$ cat src/design/cpbm_pkg.sv
// cpbm_pkg: shared constants, opcodes and the result record of the
// column pattern best match block; no dependencies
package cpbm_pkg;

    localparam int ROWS_DEF = 16;
    localparam int COLS_DEF = 8;

    localparam int DATA_W   = 32;
    localparam int OP_W     = 2;
    localparam int ROW_W    = 4;
    localparam int COL_W    = 3;
    localparam int MATCH_W  = 4;
    localparam int BESTCOL_W = 4;
    localparam int BESTMIS_W = 5;

    localparam logic [OP_W-1:0] OP_WR_MAT = 2'd0;
    localparam logic [OP_W-1:0] OP_WR_REF = 2'd1;
    localparam logic [OP_W-1:0] OP_EVAL   = 2'd2;

    localparam logic signed [BESTCOL_W-1:0] NO_COLUMN = -4'sd1;

    typedef struct packed {
        logic [MATCH_W-1:0]          match_count;
        logic signed [BESTCOL_W-1:0] best_column;
        logic [BESTMIS_W-1:0]        best_mismatches;
    } res_t;

endpackage

$ cat src/design/column_pattern_best_match.sv
// Column pattern best match. Write beats (matrix or reference element) are
// taken one per cycle while no scan runs. An evaluate beat starts a scan that
// reads one matrix element and its reference element per cycle from the two
// memories, column by column; the read data is registered, and the result
// beat is registered and offered once the last element has been compared.
// item_stall is high during the scan, and an evaluate also waits while the
// previous result beat is still held; writes pass under a held result.
// Reading an element or reference entry that was never written gives an
// undefined result.
// depends on cpbm_pkg, cpbm_store, cpbm_scan
module column_pattern_best_match #(
    parameter int ROWS = cpbm_pkg::ROWS_DEF,
    parameter int COLS = cpbm_pkg::COLS_DEF
) (
    input  logic                                 clk,
    input  logic                                 rst_n,
    input  logic                                 item_valid,
    output logic                                 item_stall,
    input  logic [cpbm_pkg::OP_W-1:0]            op,
    input  logic [cpbm_pkg::ROW_W-1:0]           row,
    input  logic [cpbm_pkg::COL_W-1:0]           col,
    input  logic signed [cpbm_pkg::DATA_W-1:0]   value,
    output logic                                 result_valid,
    input  logic                                 result_stall,
    output logic [cpbm_pkg::MATCH_W-1:0]         match_count,
    output logic signed [cpbm_pkg::BESTCOL_W-1:0] best_column,
    output logic [cpbm_pkg::BESTMIS_W-1:0]       best_mismatches
);
    import cpbm_pkg::*;

    localparam int AW = (ROWS * COLS > 1) ? $clog2(ROWS * COLS) : 1;
    localparam int RW = (ROWS > 1) ? $clog2(ROWS) : 1;

    logic          accept;
    logic          start;
    logic          busy;
    logic          rd_en;
    logic [AW-1:0] rd_mat_addr;
    logic [RW-1:0] rd_ref_addr;
    logic [DATA_W-1:0] mat_q;
    logic [DATA_W-1:0] ref_q;
    logic          done;
    res_t          scan_res;

    logic          result_valid_reg;
    res_t          result_reg;

    assign item_stall = busy || (result_valid_reg && (op == OP_EVAL));
    assign accept     = item_valid && !item_stall;
    assign start      = accept && (op == OP_EVAL);

    cpbm_store #(
        .ROWS (ROWS),
        .COLS (COLS),
        .AW   (AW),
        .RW   (RW)
    ) u_store (
        .clk         (clk),
        .wr_en       (accept),
        .op          (op),
        .row         (row),
        .col         (col),
        .value       (value),
        .rd_en       (rd_en),
        .rd_mat_addr (rd_mat_addr),
        .rd_ref_addr (rd_ref_addr),
        .mat_q       (mat_q),
        .ref_q       (ref_q)
    );

    cpbm_scan #(
        .ROWS (ROWS),
        .COLS (COLS),
        .AW   (AW),
        .RW   (RW)
    ) u_scan (
        .clk         (clk),
        .rst_n       (rst_n),
        .start       (start),
        .busy        (busy),
        .rd_en       (rd_en),
        .rd_mat_addr (rd_mat_addr),
        .rd_ref_addr (rd_ref_addr),
        .mat_q       (mat_q),
        .ref_q       (ref_q),
        .done        (done),
        .result      (scan_res)
    );

    always_ff @(posedge clk or negedge rst_n)
    begin
        if (!rst_n)
        begin
            result_valid_reg <= 1'b0;
        end
        else if (done)
        begin
            result_valid_reg <= 1'b1;
        end
        else if (result_valid_reg && !result_stall)
        begin
            result_valid_reg <= 1'b0;
        end
    end

    always_ff @(posedge clk)
    begin
        if (done)
        begin
            result_reg <= scan_res;
        end
    end

    assign result_valid    = result_valid_reg;
    assign match_count     = result_reg.match_count;
    assign best_column     = result_reg.best_column;
    assign best_mismatches = result_reg.best_mismatches;

    // a finished scan never lands on a result beat still waiting
    a_done_free: assert property (@(posedge clk) disable iff (!rst_n)
        done |-> !result_valid_reg)
        else $error("scan finished over a held result");

    // an accepted evaluate starts the scan on the next cycle
    a_eval_busy: assert property (@(posedge clk) disable iff (!rst_n)
        start |=> busy)
        else $error("evaluate did not start a scan");

    // nothing is taken while the scan runs
    a_no_accept_busy: assert property (@(posedge clk) disable iff (!rst_n)
        busy |-> !accept)
        else $error("beat accepted during scan");

    // an exact match makes the best mismatch count zero
    a_match_best: assert property (@(posedge clk) disable iff (!rst_n)
        (done && (scan_res.match_count != '0)) |-> (scan_res.best_mismatches == '0))
        else $error("exact match without zero best mismatch count");

endmodule

$ cat src/design/cpbm_store.sv
// cpbm_store: matrix memory and reference memory, one write port each
// and one registered read port each; depends on cpbm_pkg
module cpbm_store #(
    parameter int ROWS = cpbm_pkg::ROWS_DEF,
    parameter int COLS = cpbm_pkg::COLS_DEF,
    parameter int AW   = 1,
    parameter int RW   = 1
) (
    input  logic                          clk,
    input  logic                          wr_en,
    input  logic [cpbm_pkg::OP_W-1:0]     op,
    input  logic [cpbm_pkg::ROW_W-1:0]    row,
    input  logic [cpbm_pkg::COL_W-1:0]    col,
    input  logic [cpbm_pkg::DATA_W-1:0]   value,
    input  logic                          rd_en,
    input  logic [AW-1:0]                 rd_mat_addr,
    input  logic [RW-1:0]                 rd_ref_addr,
    output logic [cpbm_pkg::DATA_W-1:0]   mat_q,
    output logic [cpbm_pkg::DATA_W-1:0]   ref_q
);
    import cpbm_pkg::*;

    logic [DATA_W-1:0] mat_mem [ROWS*COLS];
    logic [DATA_W-1:0] ref_mem [ROWS];

    logic          row_ok;
    logic          col_ok;
    logic          mat_we;
    logic          ref_we;
    logic [AW-1:0] wr_mat_addr;
    logic [RW-1:0] wr_ref_addr;
    logic [DATA_W-1:0] mat_q_reg;
    logic [DATA_W-1:0] ref_q_reg;

    always_comb
    begin
        row_ok      = int'(row) < ROWS;
        col_ok      = int'(col) < COLS;
        mat_we      = wr_en && (op == OP_WR_MAT) && row_ok && col_ok;
        ref_we      = wr_en && (op == OP_WR_REF) && row_ok;
        wr_mat_addr = AW'(int'(row) * COLS + int'(col));
        wr_ref_addr = RW'(row);
    end

    always_ff @(posedge clk)
    begin
        if (mat_we)
        begin
            mat_mem[wr_mat_addr] <= value;
        end
        if (ref_we)
        begin
            ref_mem[wr_ref_addr] <= value;
        end
        if (rd_en)
        begin
            mat_q_reg <= mat_mem[rd_mat_addr];
            ref_q_reg <= ref_mem[rd_ref_addr];
        end
    end

    assign mat_q = mat_q_reg;
    assign ref_q = ref_q_reg;

endmodule

$ cat src/design/cpbm_scan.sv
// cpbm_scan: walks the matrix column by column, compares each element with
// the reference and keeps match and best column tallies; depends on cpbm_pkg
module cpbm_scan #(
    parameter int ROWS = cpbm_pkg::ROWS_DEF,
    parameter int COLS = cpbm_pkg::COLS_DEF,
    parameter int AW   = 1,
    parameter int RW   = 1
) (
    input  logic                         clk,
    input  logic                         rst_n,
    input  logic                         start,
    output logic                         busy,
    output logic                         rd_en,
    output logic [AW-1:0]                rd_mat_addr,
    output logic [RW-1:0]                rd_ref_addr,
    input  logic [cpbm_pkg::DATA_W-1:0]  mat_q,
    input  logic [cpbm_pkg::DATA_W-1:0]  ref_q,
    output logic                         done,
    output cpbm_pkg::res_t               result
);
    import cpbm_pkg::*;

    localparam int CW = (COLS > 1) ? $clog2(COLS) : 1;
    localparam int MW = $clog2(ROWS + 1);
    localparam int NW = $clog2(COLS + 1);

    // issue side
    logic          issue_reg;
    logic [RW-1:0] row_reg;
    logic [CW-1:0] col_reg;
    logic [AW-1:0] addr_reg;
    logic          last_row;
    logic          last_col;

    // tags that travel with the read data
    logic          rd_valid_reg;
    logic          rd_first_reg;
    logic          rd_last_row_reg;
    logic          rd_last_col_reg;
    logic [CW-1:0] rd_col_reg;

    // tallies
    logic [MW-1:0] miss_reg;
    logic [NW-1:0] matches_reg;
    logic [MW-1:0] best_cnt_reg;
    logic [CW-1:0] best_col_reg;
    logic          found_reg;

    logic          neq;
    logic [MW-1:0] col_miss;
    logic          better;
    logic [NW-1:0] matches_upd;
    logic [MW-1:0] best_cnt_upd;
    logic [CW-1:0] best_col_upd;
    logic          found_upd;
    logic          col_end;

    assign last_row    = row_reg == RW'(ROWS - 1);
    assign last_col    = col_reg == CW'(COLS - 1);
    assign rd_en       = issue_reg;
    assign rd_mat_addr = addr_reg;
    assign rd_ref_addr = row_reg;
    assign busy        = issue_reg || rd_valid_reg;

    always_ff @(posedge clk or negedge rst_n)
    begin
        if (!rst_n)
        begin
            issue_reg    <= 1'b0;
            rd_valid_reg <= 1'b0;
        end
        else
        begin
            if (start)
            begin
                issue_reg <= 1'b1;
            end
            else if (issue_reg && last_row && last_col)
            begin
                issue_reg <= 1'b0;
            end
            rd_valid_reg <= issue_reg;
        end
    end

    // address walk: down a column by COLS, then over to the next column head
    always_ff @(posedge clk)
    begin
        if (start)
        begin
            row_reg  <= '0;
            col_reg  <= '0;
            addr_reg <= '0;
        end
        else if (issue_reg)
        begin
            if (last_row)
            begin
                row_reg  <= '0;
                col_reg  <= col_reg + CW'(1);
                addr_reg <= AW'(col_reg) + AW'(1);
            end
            else
            begin
                row_reg  <= row_reg + RW'(1);
                addr_reg <= addr_reg + AW'(COLS);
            end
        end
        rd_first_reg    <= row_reg == '0;
        rd_last_row_reg <= last_row;
        rd_last_col_reg <= last_col;
        rd_col_reg      <= col_reg;
    end

    always_comb
    begin
        neq          = mat_q != ref_q;
        col_miss     = (rd_first_reg ? '0 : miss_reg) + MW'(neq);
        better       = col_miss < best_cnt_reg;
        matches_upd  = matches_reg + NW'(col_miss == '0);
        best_cnt_upd = better ? col_miss : best_cnt_reg;
        best_col_upd = better ? rd_col_reg : best_col_reg;
        found_upd    = better || found_reg;
        col_end      = rd_valid_reg && rd_last_row_reg;
        done         = col_end && rd_last_col_reg;

        result.match_count     = MATCH_W'(matches_upd);
        result.best_column     = found_upd ? BESTCOL_W'(best_col_upd) : NO_COLUMN;
        result.best_mismatches = BESTMIS_W'(best_cnt_upd);
    end

    always_ff @(posedge clk)
    begin
        if (start)
        begin
            matches_reg  <= '0;
            best_cnt_reg <= MW'(ROWS);
            best_col_reg <= '0;
            found_reg    <= 1'b0;
        end
        else if (col_end)
        begin
            matches_reg  <= matches_upd;
            best_cnt_reg <= best_cnt_upd;
            best_col_reg <= best_col_upd;
            found_reg    <= found_upd;
        end
        if (rd_valid_reg)
        begin
            miss_reg <= col_miss;
        end
    end

endmodule

$ cat config.mk
export PLATFORM = sky130hd
export DESIGN_NAME = column_pattern_best_match
export DESIGN_NICKNAME = d
export VERILOG_FILES = /design/src/design/cpbm_pkg.sv /design/src/design/column_pattern_best_match.sv /design/src/design/cpbm_store.sv /design/src/design/cpbm_scan.sv
export SDC_FILE = /design/constraint.sdc
export NUM_CORES = 2
export LEC_CHECK = 0
export CORE_ASPECT_RATIO = 0.5
export CORE_MARGIN = 8
export CORE_UTILIZATION = 45
export CTS_CLUSTER_DIAMETER = 60
export CTS_CLUSTER_SIZE = 28
export DETAILED_ROUTE_END_ITERATION = 6
export DONT_BUFFER_PORTS = 1
export PLACE_DENSITY = 0.71
export SYNTH_ARGS = -nofsm -noshare
export SYNTH_HDL_FRONTEND = slang
export SYNTH_MEMORY_MAX_BITS = 65536
export SYNTH_SLANG_ARGS = --single-unit
$ cat constraint.sdc
create_clock -name clk -period 8.5 [get_ports clk]
set_input_delay 0.85 -clock clk [delete_from_list [all_inputs] [get_ports clk]]
set_output_delay 0.85 -clock clk [all_outputs]
set_load 0.05 [all_outputs]
==> impl_metrics.py <==
metrics = {
    "hold_path": {
        "min_to": "u_store.mat_mem[31][3]",
        "min_from": "value[3]",
        "hp-class": "in -> reg",
        "whs_path_depth": 0,
    },
    "placed_design": {
        "gp_congestion": 0.885,
        "portBuffers": 0,
        "hpwl_um": 256000,
        "pre_cts_slack_ps": 3570,
    },
    "cells_and_area": {
        "drive_above_1_share_pct": 24.2,
        "top_regs": "u_store.mat_mem: 4096 flops, u_store.ref_mem: 512 flops",
        "fill_cells": 31035,
        "largest_register_ffs": 4096,
        "final_util_pct": 48.8,
        "largest-register": "u_store.mat_mem",
        "fin_nets": 8013,
        "syn2layout_area_growth_pct": 8.15,
    },
    "worst_setup_path": {
        "path_class": "reg -> reg",
        "rr_worst_depth": 10,
        "start_kind": "flop",
        "cp_max_fo": 44,
        "cp.arrival_ps": 5540,
        "reg2reg_to": "u_store.mat_q[2]",
        "r2r_slack_ps": 3600,
        "regToRegStartpoint": "u_scan.rd_mat_addr[2]",
        "end_kind": "flop",
        "required_ps": 9140,
    },
    "yosys": {
        "syn_area_um2": 180000,
        "synth_cell_types": 54,
        "syn-instance-count": 7873,
        "ys_seq_area_share_pct": 78.7,
        "synth_common_cells": "4690 x edfxtp_1, 1151 x mux4_2, 278 x nor2_1",
        "yosys.area_share.adder_pct": 0.0905,
        "synth.avg_cell_area_um2": 22.8,
        "synth_simple_gate_area_share_pct": 1.47,
        "synth_mux_area_share_pct": 15.6,
        "yosys.area.top_type": "edfxtp_1",
        "synth-edff-count": 4690,
        "synth-main-ff-cell": "edfxtp_1",
        "async_reset_ff_share_pct": 0.0635,
        "synth.top_cell.area_share_pct": 78.3,
        "synth_top_cells_by_area": "edfxtp_1 78%, mux4_2 14%, mux2i_1 1.1%",
        "synth_seq_cells": 4726,
        "synth.most_common_cell": "edfxtp_1",
        "synth_fp_nets": 7931,
        "synth_top_family_by_area": "multiplexers",
        "synth_compound_area_share_pct": 2.67,
        "ys_warn_count": 0,
        "synth_xor_xnor_area_share_pct": 0.214,
    },
    "cts": {
        "clk_pin_slew_worst_paths_ps": 100,
        "cts.sinks": 4726,
        "cts_setup_buffers": 0,
        "cts_hold_buf": 37,
        "cts_tree": "done",
        "cts_resized": 0,
        "numCtsBuffers": 206,
        "clk_latency_ps": 960,
        "clockRootBuffer": "clkbuf_16",
        "cts_max_level": 4,
        "cts.path.max_buffers": 4,
    },
    "floorplan": {
        "die_w_um": 910,
        "die_area_um2": 421000,
        "rows": 164,
        "start_util_pct": 45.1,
        "pin_count": 60,
        "die_h_um": 463,
        "core_um2": 398000,
    },
    "timing": {
        "setup_slack_ps": 3600,
        "worst_pin_slew_ps": 1460,
        "rsz0062_at_grt": "false",
        "setup_violations": 0,
        "drv_slew": 0,
        "slew_headroom_pct": 1.87,
        "fin_crit_sh_pct": 57.6,
        "timing.fmax_ghz": 0.204,
        "hold_violations": 0,
        "min_period_ps": 4900,
        "finClkSkew_ps": 114,
        "finalSetupTns_ps": 0,
    },
    "grt": {
        "grt_max_degree": 145,
        "grt_pass1_vias": 82002,
        "grt_overflow": 0,
        "antenna_found_initial": 30,
        "track_usage_pct": 21.8,
        "grt_pass1_wl_um": 654000,
    },
    "routing": {
        "dr.pass1.iters": 5,
        "via_per_inst": 6.38,
        "routed_wl_um": 471000,
        "routedWlPerCell_um": 35.3,
        "drc": 1,
        "ant_nets": 0,
        "first_iter_violations": 14928,
        "num_vias": 85269,
    },
    "flow_run": {
        "max-cap-violations": 1,
    },
    "run_status": {
        "status": "finished, violations left",
        "violations": "DRC, capacitance limit",
    },
    "power_and_ir_drop": {
        "leakage_nw": 57.7,
        "ir_drop_uv": 250,
        "powerDensity_nw_per_um2": 284,
        "total_power_mw": 55.2,
    },
}
worst max path at each step:
stage / end / start / cells past startpoint / slack, ps
floorplan: u_store.mat_mem[126][0] / u_scan.rd_en / 5 / 3540
global placement: u_store.mat_q[10] / u_scan.rd_mat_addr[0] / 8 / 3310
detailed placement: u_store.mat_q[2] / u_scan.rd_mat_addr[0] / 8 / 3570
CTS: u_store.mat_q[2] / u_scan.rd_mat_addr[2] / 10 / 3540
global route: u_store.mat_q[2] / u_scan.rd_mat_addr[0] / 8 / 3490
finish: u_store.mat_q[2] / u_scan.rd_mat_addr[2] / 10 / 3600
per-layer routing:
layer / part of all wire [%] / vias up / global-route usage, %
met3: 14 / 673 / 6.40
met1: 37 / 45739 / 30.8
li1: - / 33312 / -
met5: 0.013 / - / 0
met2: 45 / 5537 / 32.8
met4: 3.7 / 8 / 6.85
logic make-up (layout without fill, tap and decap cells):
kind of cell / count (synthesis) / in the layout
flip-flops: 4726 / 4726
multiplexers: 1362 / 1362
AO/OA/AOI/OAI: 663 / 663
AND/OR/NAND/NOR: 609 / 609
buffers and inverters: 456 / 616
XOR/XNOR: 44 / 44
adder cells (fa/ha/maj): 13 / 13
other: 0 / 13
placed cells by master (no fill, tap or decap), types with 38 or more instances in the layout:
cell,n
nand2_1,179
nor2b_1,38
o22ai_1,63
clkbuf_16,207
mux4_2,1151
a22o_1,64
o21ai_1,38
a21oi_1,102
nor2_4,146
mux2i_1,202
edfxtp_1,4690
o21ai_0,52
a211oi_1,63
buf_4,260
a22oi_1,69
nor2_1,129
stage by stage:
step,cell area (um2),cells,hold WS [ps]
finish,194000,13358,69.7
global route,194000,13346,14.6
CTS,194000,13345,1.68
detailed placement,188000,13022,381
global placement,188000,13020,379
floorplan,180000,7873,368
report_power, final:
part | switching [mW] | internal [mW] | leakage [nW]
registers | 0.484 | 26.0 | 42.5
clock network | 7.01 | 4.74 | 2.90
logic | 10.3 | 6.62 | 12.2
worst max-delay path, cell delays in order, from the launching register on:
cell and delay [ps]:
dfxtp_2 330, buf_4 280, inv_6 520, buf_4 570
nand3_4 570, buf_4 500, nor2_1 270, a2111oi_1 100
buf_4 260, a221oi_1 990, nor2_1 110
final cells by class:
cell class	instances	area (um2)	area share, %
timing repair buffer	319	2800	1.44
multi-input combinational	2691	37400	19.2
clock inverter	55	651	0.335
antenna	13	32.5	0.0167
tap	5312	6650	3.42
sequential	4726	142000	72.8
inverter	11	48.8	0.0251
clock buffer	231	5290	2.72
No activity file was read; power rests on OpenSTA's default activity.
